## config.mk

```make
export PLATFORM = sky130hd
export DESIGN_NAME = at_command_line_receiver_top
export DESIGN_NICKNAME = d
export VERILOG_FILES = /design/src/hw/rtl/atcl_pkg.sv /design/src/hw/rtl/at_command_line_receiver_top.sv /design/src/hw/rtl/atcl_ctrl.sv /design/src/hw/rtl/atcl_out_stage.sv
export SDC_FILE = /design/constraint.sdc
export NUM_CORES = 1
export LEC_CHECK = 0
export BUFFER_PORTS_ARGS = -buffer_cell sky130_fd_sc_hd__buf_2
export CAP_MARGIN = 20
export CORE_UTILIZATION = 54
export DETAILED_ROUTE_END_ITERATION = 8
export GPL_TIMING_DRIVEN = 0
export HOLD_SLACK_MARGIN = 0.08
export PLACE_DENSITY = 0.85
export SETUP_SLACK_MARGIN = 0.1
export SKIP_LAST_GASP = 1
export SLEW_MARGIN = 20
export SYNTH_ARGS = -nofsm -noshare
export SYNTH_HDL_FRONTEND = slang
export SYNTH_HIERARCHICAL = 1
export SYNTH_SLANG_ARGS = --single-unit
```

## constraint.sdc

```tcl
create_clock -name clk -period 5.5 [get_ports clk]
set_clock_uncertainty 0.15 [all_clocks]
set_input_delay 1.1 -clock clk [delete_from_list [all_inputs] [get_ports clk]]
set_output_delay 1.1 -clock clk [all_outputs]
set_load 0.02 [all_outputs]
```

## src/hw/rtl/atcl_pkg.sv

```systemverilog
// Shared types and character constants for the AT command line receiver.
package atcl_pkg;

	// input word kinds (s_tuser)
	localparam logic [1:0] OP_BYTE    = 2'd0;
	localparam logic [1:0] OP_TICK    = 2'd1;
	localparam logic [1:0] OP_RELEASE = 2'd2;

	localparam logic [7:0] CH_A_UP = 8'h41;
	localparam logic [7:0] CH_A_LO = 8'h61;
	localparam logic [7:0] CH_T_UP = 8'h54;
	localparam logic [7:0] CH_T_LO = 8'h74;
	localparam logic [7:0] CH_EQ   = 8'h3D;
	localparam logic [7:0] CH_QM   = 8'h3F;
	localparam logic [7:0] CH_CR   = 8'h0D;
	localparam logic [7:0] CH_BS   = 8'h08;

	localparam logic [15:0] TIMEOUT_RESET = 16'd1000;
	localparam logic [15:0] IDLE_MAX      = 16'hFFFF;

	typedef enum logic [1:0] {
		PH_WAIT_A,
		PH_WAIT_T,
		PH_LINE,
		PH_HOLD
	} phase_t;

	typedef enum logic [2:0] {
		EV_NONE      = 3'd0,
		EV_STORED    = 3'd1,
		EV_REMOVED   = 3'd2,
		EV_READY     = 3'd3,
		EV_MALFORMED = 3'd4,
		EV_OVERFLOW  = 3'd5,
		EV_TIMEOUT   = 3'd6
	} ev_t;

	typedef struct packed {
		ev_t        evt;
		logic [7:0] stored_byte;
		logic [5:0] position;
		logic [6:0] name_length;
		logic [6:0] line_length;
		logic       is_read_query;
		logic       is_plain;
	} result_t;

endpackage

```

## src/hw/rtl/at_command_line_receiver_top.sv

```systemverilog
// Top level of the AT command line receiver.
// Takes one word per cycle: a received UART byte, a time tick or a release
// (kind in s_tuser). Each accepted word yields exactly one result word:
// it is caught in the input register, run through the combinational step
// logic of atcl_ctrl, and the result lands in the output
// register. Throughput is one word per clock as long as m_tready is high;
// the input register refills in the same cycle the result register drains,
// so a stalled consumer backs up at most one word on each stage.
// The receiver looks for a case-insensitive "AT" prefix, then emits store
// and remove actions for an external line store (position is its index),
// flags '=' on an empty line, a misplaced '?' and a full line as errors,
// and reports command ready on CR with name length, line length and the
// read-query / plain flags. After command ready it ignores bytes until a
// release word. Ticks while the prefix or the line is open count idle
// time; a count beyond timeout_ticks drops the line with a timeout result.
// timeout_ticks (reset 1000) is written through cfg_valid/cfg_data, by the user
// only while no word is in flight (not enforced); cfg_ready is always high.
module at_command_line_receiver_top #(
	parameter int LINE_CAPACITY = 64
) (
	input  logic        clk,
	input  logic        arst_n,
	// input stream
	input  logic        s_tvalid,
	output logic        s_tready,
	input  logic [7:0]  s_tdata,   // [7:0] byte_in
	input  logic [7:0]  s_tuser,   // [1:0] op
	// result stream
	output logic        m_tvalid,
	input  logic        m_tready,
	// [7:0] stored_byte, [13:8] position, [20:14] name_length,
	// [27:21] line_length, [28] is_read_query, [29] is_plain
	output logic [31:0] m_tdata,
	output logic [7:0]  m_tuser,   // [2:0] event_res
	// configuration: timeout_ticks
	input  logic        cfg_valid,
	output logic        cfg_ready,
	input  logic [15:0] cfg_data
);
	import atcl_pkg::*;

	logic        valid_s1;
	logic [1:0]  op_s1;
	logic [7:0]  byte_s1;
	logic        s2_ready;
	logic        adv;
	logic [15:0] timeout_q;
	result_t     step_res;

	// step fires when the result register can take the outcome
	assign adv       = valid_s1 && s2_ready;
	assign s_tready  = !valid_s1 || s2_ready;
	assign cfg_ready = 1'b1;

	always_ff @(posedge clk or negedge arst_n) begin
		if (!arst_n) begin
			timeout_q <= TIMEOUT_RESET;
		end else if (cfg_valid) begin
			timeout_q <= cfg_data;
		end
	end

	always_ff @(posedge clk or negedge arst_n) begin
		if (!arst_n) begin
			valid_s1 <= 1'b0;
		end else if (s_tready) begin
			valid_s1 <= s_tvalid;
		end
	end

	always_ff @(posedge clk) begin
		if (s_tvalid && s_tready) begin
			op_s1   <= s_tuser[1:0];
			byte_s1 <= s_tdata;
		end
	end

	atcl_ctrl #(
		.LINE_CAPACITY(LINE_CAPACITY)
	) u_ctrl (
		.clk          (clk),
		.arst_n       (arst_n),
		.step         (adv),
		.op           (op_s1),
		.byte_in      (byte_s1),
		.timeout_ticks(timeout_q),
		.res          (step_res)
	);

	atcl_out_stage u_out (
		.clk       (clk),
		.arst_n    (arst_n),
		.load      (adv),
		.res       (step_res),
		.load_ready(s2_ready),
		.m_tvalid  (m_tvalid),
		.m_tready  (m_tready),
		.m_tdata   (m_tdata),
		.m_tuser   (m_tuser)
	);

endmodule

```

## src/hw/rtl/atcl_ctrl.sv

```systemverilog
// Line receiver state machine: state registers and the per-word step logic.
module atcl_ctrl #(
	parameter int LINE_CAPACITY = 64
) (
	input  logic              clk,
	input  logic              arst_n,
	input  logic              step,
	input  logic [1:0]        op,
	input  logic [7:0]        byte_in,
	input  logic [15:0]       timeout_ticks,
	output atcl_pkg::result_t res
);
	import atcl_pkg::*;

	localparam int CW = $clog2(LINE_CAPACITY + 1);

	phase_t          phase_q, phase_d;
	logic [CW-1:0]   count_q, count_d;
	logic [CW-1:0]   name_q, name_d;
	logic            read_q, read_d;
	logic            plain_q, plain_d;
	logic [15:0]     idle_q, idle_d;
	logic            drop;

	logic [CW-1:0]   count_dec;
	logic [CW-1:0]   name_ready;
	logic [15:0]     idle_inc;
	logic [31:0]     pos_w;
	logic [31:0]     nl_w;
	logic [31:0]     ll_w;
	logic [31:0]     dec_w;

	assign count_dec  = count_q - CW'(1);
	assign name_ready = (name_q == '0) ? count_q : name_q;
	assign idle_inc   = (idle_q == IDLE_MAX) ? idle_q : idle_q + 16'd1;
	assign pos_w      = 32'(count_q);
	assign dec_w      = 32'(count_dec);
	assign nl_w       = 32'(name_ready);
	assign ll_w       = 32'(count_q);

	always_ff @(posedge clk or negedge arst_n) begin
		if (!arst_n) begin
			phase_q <= PH_WAIT_A;
			count_q <= '0;
			name_q  <= '0;
			read_q  <= 1'b0;
			plain_q <= 1'b1;
			idle_q  <= '0;
		end else if (step) begin
			phase_q <= phase_d;
			count_q <= count_d;
			name_q  <= name_d;
			read_q  <= read_d;
			plain_q <= plain_d;
			idle_q  <= idle_d;
		end
	end

	always_comb begin
		phase_d = phase_q;
		count_d = count_q;
		name_d  = name_q;
		read_d  = read_q;
		plain_d = plain_q;
		idle_d  = idle_q;
		drop    = 1'b0;
		res     = '0;
		res.evt = EV_NONE;

		unique case (op)
			OP_BYTE: begin
				unique case (phase_q)
					PH_WAIT_A: begin
						if (byte_in == CH_A_UP || byte_in == CH_A_LO) begin
							phase_d = PH_WAIT_T;
							idle_d  = '0;
						end
					end
					PH_WAIT_T: begin
						if (byte_in == CH_T_UP || byte_in == CH_T_LO) begin
							phase_d = PH_LINE;
							count_d = '0;
							name_d  = '0;
							read_d  = 1'b0;
							plain_d = 1'b1;
							idle_d  = '0;
						end else begin
							drop = 1'b1;
						end
					end
					PH_LINE: begin
						idle_d = '0;
						priority if (byte_in == CH_EQ) begin
							plain_d = 1'b0;
							if (count_q == '0) begin
								drop    = 1'b1;
								res.evt = EV_MALFORMED;
							end else begin
								name_d = count_q;
							end
						end else if (byte_in == CH_QM) begin
							if (!plain_q && name_q == count_q) begin
								read_d = 1'b1;
							end else begin
								drop    = 1'b1;
								res.evt = EV_MALFORMED;
							end
						end else if (byte_in == CH_CR) begin
							name_d            = name_ready;
							phase_d           = PH_HOLD;
							res.evt           = EV_READY;
							res.name_length   = nl_w[6:0];
							res.line_length   = ll_w[6:0];
							res.is_read_query = read_q;
							res.is_plain      = plain_q;
						end else if (byte_in == CH_BS) begin
							if (count_q != '0) begin
								count_d      = count_dec;
								if (name_q == count_dec)
									name_d = '0;
								res.evt      = EV_REMOVED;
								res.position = dec_w[5:0];
							end
						end else if (count_q >= CW'(LINE_CAPACITY)) begin
							drop    = 1'b1;
							res.evt = EV_OVERFLOW;
						end else begin
							count_d         = count_q + CW'(1);
							res.evt         = EV_STORED;
							res.stored_byte = byte_in;
							res.position    = pos_w[5:0];
						end
					end
					PH_HOLD: ;
					default: ;
				endcase
			end
			OP_TICK: begin
				if (phase_q == PH_WAIT_T || phase_q == PH_LINE) begin
					idle_d = idle_inc;
					if (idle_inc > timeout_ticks) begin
						drop    = 1'b1;
						res.evt = EV_TIMEOUT;
					end
				end
			end
			OP_RELEASE: begin
				if (phase_q == PH_HOLD)
					drop = 1'b1;
			end
			default: ;
		endcase

		// abandon the line and return to waiting for the prefix
		if (drop) begin
			phase_d = PH_WAIT_A;
			count_d = '0;
			name_d  = '0;
			read_d  = 1'b0;
			plain_d = 1'b1;
			idle_d  = '0;
		end
	end

endmodule

```

## src/hw/rtl/atcl_out_stage.sv

```systemverilog
// Result register with stream handshake toward the consumer.
module atcl_out_stage (
	input  logic              clk,
	input  logic              arst_n,
	input  logic              load,
	input  atcl_pkg::result_t res,
	output logic              load_ready,
	output logic              m_tvalid,
	input  logic              m_tready,
	output logic [31:0]       m_tdata,
	output logic [7:0]        m_tuser
);
	import atcl_pkg::*;

	logic    valid_s2;
	result_t res_s2;

	assign load_ready = !valid_s2 || m_tready;

	always_ff @(posedge clk or negedge arst_n) begin
		if (!arst_n) begin
			valid_s2 <= 1'b0;
		end else if (load_ready) begin
			valid_s2 <= load;
		end
	end

	always_ff @(posedge clk) begin
		if (load && load_ready)
			res_s2 <= res;
	end

	assign m_tvalid = valid_s2;
	assign m_tdata  = {2'b00, res_s2.is_plain, res_s2.is_read_query, res_s2.line_length,
		res_s2.name_length, res_s2.position, res_s2.stored_byte};
	assign m_tuser  = {5'b00000, res_s2.evt};

endmodule

```

==> impl_metrics.tcl <==
set metrics [dict create \
    outcome "completed" \
    end_kind "flip-flop" \
    place_congestion 0.928 \
    antenna_cells 0 \
    die_area_mm2 0.0104 \
    yosysMostFrequentCell "dfrtp_1" \
    h-tree-depth 3 \
    power_frac_clock_pct 32.2 \
    dp_slack_ns 0.234 \
    hold_depth 1 \
    cap_violations 0 \
    synth.largest_area_cell "edfxtp_1" \
    fmax_mhz 204 \
    place_area_mm2 0.00593 \
    grt_first_pass_wirelength_mm 19.1 \
    cp-start-kind "flip-flop" \
    antenna_found_initial 0 \
    die_w_um 102 \
    core_mm2 0.00973 \
    yosys_register_bits 95 \
    dieHeight_um 102 \
    path_max_fanout 10 \
    setup_violations 0 \
    switching_share_pct 27.3 \
    viasPerCell 5.81 \
    cts_buffers 9 \
    hp-class "reg2reg" \
    path_class "reg2reg" \
    cts_buffer_depth 2 \
    cp_slowest_cell "dfrtp_1" \
    drc_errors 0 \
    cp.required_ns 5.64 \
    grt_max_degree 53 \
    post_drt_wl_per_cell_um 16.0 \
    cts_tree "built" \
    yosys.area.top_type_share_pct 23.9 \
    netlist_area_mm2 0.00541 \
    worst_pin_slew_ns 0.790 \
    cts.sinks 95 \
    ctsHoldBuffers 0 \
    fin_ws_ns 0.608 \
    drv_slew 0 \
    intPower_mw 1.15 \
    syn_to_final_growth_pct 14.3 \
    fin_area_mm2 0.00618 \
    post_cts_resize_count 0 \
    synth_sequential_area_ratio_pct 48.1 \
    critPathTopFamily "compound AO/OA/AOI/OAI gates" \
    final_nets 663 \
    ir_worst_vdd_v 0.000172 \
    grt_usage_pct 24.0 \
    ys_warn_count 6 \
    rrSetupSlack_ns 0.61 \
    max_stage_delay_ns 0.47 \
    netlist_top_cells_count "45 x dfrtp_1, 43 x edfxtp_1, 38 x nor2_1" \
    ff2ff_path_depth 17 \
    postCtsSetupRepairBufs 0 \
    fin_crit_sh_pct 88.9 \
    grt_pass1_vias 3998 \
    initial_utilization_pct 55.6 \
    dp_hpwl_mm 8.76 \
    worstPathArrival_ns 5.03 \
    synth.avg_cell_area_um2 10.4 \
    multi_input_area_mm2 0.00258 \
    io_pins 80 \
    synth_edf_count 43 \
    synthFlopType "dfrtp_1" \
    p_leak_nw 2.69 \
    firstDrtPassIters 5 \
    setup_tns_ns 0 \
    fin_crit_ns 4.89 \
    cts_root_buf "clkbuf_8" \
    vias 4300 \
    dp_cells 724 \
    instances_no_fill 740 \
    cp_cell_sequence "ha_1 -> nand2_1 -> or2_2 -> nor2_1 -> nand2_2 -> nand2b_1 -> nor3_1 -> xnor2_1 -> ha_1 -> nand4_1 -> nor2_1 -> a221o_1 -> o31ai_4 -> o2111a_1 -> a21o_1 -> buf_2 -> a32o_1" \
    hold_viol 0 \
    placementRows 36 \
    ys_types 66 \
    cts.clk_slew.worst_paths_ns 0.10 \
    switchingPower_mw 0.431 \
    p_seq_share_pct 51.8 \
    io_buffers 64 \
    nFillCells 810 \
    synth_area_leaders "edfxtp_1 24%, dfrtp_1 21%, ha_1 5.6%" \
    wl_mm 11.8 \
    path_buf_inv 1 \
    clk_latency_ns 0.37 \
    r2r-start "u_ctrl/idle_q[0]" \
    drive_above_1_share_pct 22.7 \
    ant_nets 0 \
    drt-initial-drc-count 240 \
    hold_end "timeout_q[12]" \
    rsz0062_at_grt "false" \
    hp-start "timeout_q[12]" \
    async_flop_share_pct 54.7 \
    netlist_instances 521 \
    grt-ovfl-total 0 \
    p_per_area_mw_per_mm2 256 \
    relSlewSlack_pct 46.9 \
    power_frac_comb_pct 16.0 \
    r2r_end "u_ctrl/idle_q[11]" \
    register_area_mm2 0.00260 \
]
[stage by stage]
stage	power [mW]	utilization [%]	hold WS, ns
2_1_floorplan	1.00	-	0.329
3_3_place_gp	1.07	60.8	0.341
3_5_place_dp	1.08	60.9	0.351
4_1_cts	1.59	63.2	0.372
5_1_grt	1.65	63.5	0.390
6_report	1.58	63.5	0.364
[power by group through the flow]
stage                     registers (mW)  clock network, mW  logic, mW
after floorplan                    0.853                  0      0.151
after global placement             0.830                  0      0.241
after detailed placement           0.833                  0      0.250
after CTS                          0.818              0.517      0.251
after global routing               0.825              0.545      0.279
final                              0.818              0.509      0.252
[worst max path at each step]
stage                        end  cells after the start             start  slack, ns
2_1_floorplan   u_ctrl/idle_q[3]                     16  u_ctrl/idle_q[0]       1.36
3_3_place_gp    u_ctrl/name_q[0]                     17  u_ctrl/idle_q[0]       0.31
3_5_place_dp   u_ctrl/idle_q[11]                     16  u_ctrl/idle_q[0]       0.23
4_1_cts         u_ctrl/name_q[6]                     17  u_ctrl/idle_q[0]       0.17
5_1_grt         u_ctrl/idle_q[3]                     18  u_ctrl/idle_q[0]       0.17
6_report       u_ctrl/idle_q[11]                     17  u_ctrl/idle_q[0]       0.61
[flip-flops by register name, summed over array words and instances, names as in the netlist, 2 cells and up]
| register | cells |
|---|---|
| u_ctrl/name_q | 7 |
| timeout_q | 16 |
| u_out/m_tdata | 30 |
| byte_s1 | 8 |
| u_ctrl/phase_q | 2 |
| u_ctrl/count_q | 7 |
| u_ctrl/idle_q | 16 |
| u_out/m_tuser | 3 |
| op_s1 | 2 |
[per-layer routing]
metal | part of all wire (%) | global-route usage (%) | vias to the layer above
li1 | - | - | 2059
met4 | 2.1 | 9.34 | 0
met2 | 52 | 43.9 | 167
met1 | 41 | 28.6 | 2055
met3 | 5.3 | 3.15 | 19
met5 | 0 | 0 | -
[placed cells by master (no fill, tap or decap), types with 11 or more instances in the layout]
cell type  Yosys  final
a21oi_1       33     33
and2_1        11     11
buf_2          4     67
clkbuf_1      14     13
dfrtp_1       45     45
edfxtp_1      43     43
ha_1          24     24
inv_1         32     32
nand2_1       28     27
nand3_1       24     24
nor2_1        38     38
nor3_1        20     20
o21ai_0       24     24
xnor2_1       19     19
[cell type report]
class                      instances  area share, %
buffer                            29           2.75
clock buffer                       9           2.00
clock inverter                     7           1.54
inverter                          32           1.94
multi-input combinational        371           41.8
sequential                        95           42.1
tap                              133           2.69
timing repair buffer              64           5.22
[cell families after synthesis]
logic type               Yosys count  share of synthesized area, %
multiplexers                      19                          4.60
AO/OA/AOI/OAI                    119                          14.7
other                              2                         0.139
AND/OR/NAND/NOR                  176                          17.5
adder cells (fa/ha/maj)           24                          5.55
buffers and inverters             61                          5.34
flip-flops                        95                          48.1
XOR/XNOR                          25                          4.05
[worst reg2reg max path, stage by stage (launching register included)]
cell,delay (ns)
dfrtp_1,0.47
ha_1,0.27
nand2_1,0.09
or2_2,0.29
nor2_1,0.34
nand2_2,0.25
nand2b_1,0.27
nor3_1,0.09
xnor2_1,0.24
ha_1,0.30
nand4_1,0.15
nor2_1,0.06
a221o_1,0.38
o31ai_4,0.42
o2111a_1,0.45
a21o_1,0.19
buf_2,0.23
a32o_1,0.17
Note: power is estimated with default switching activity, not from simulation.
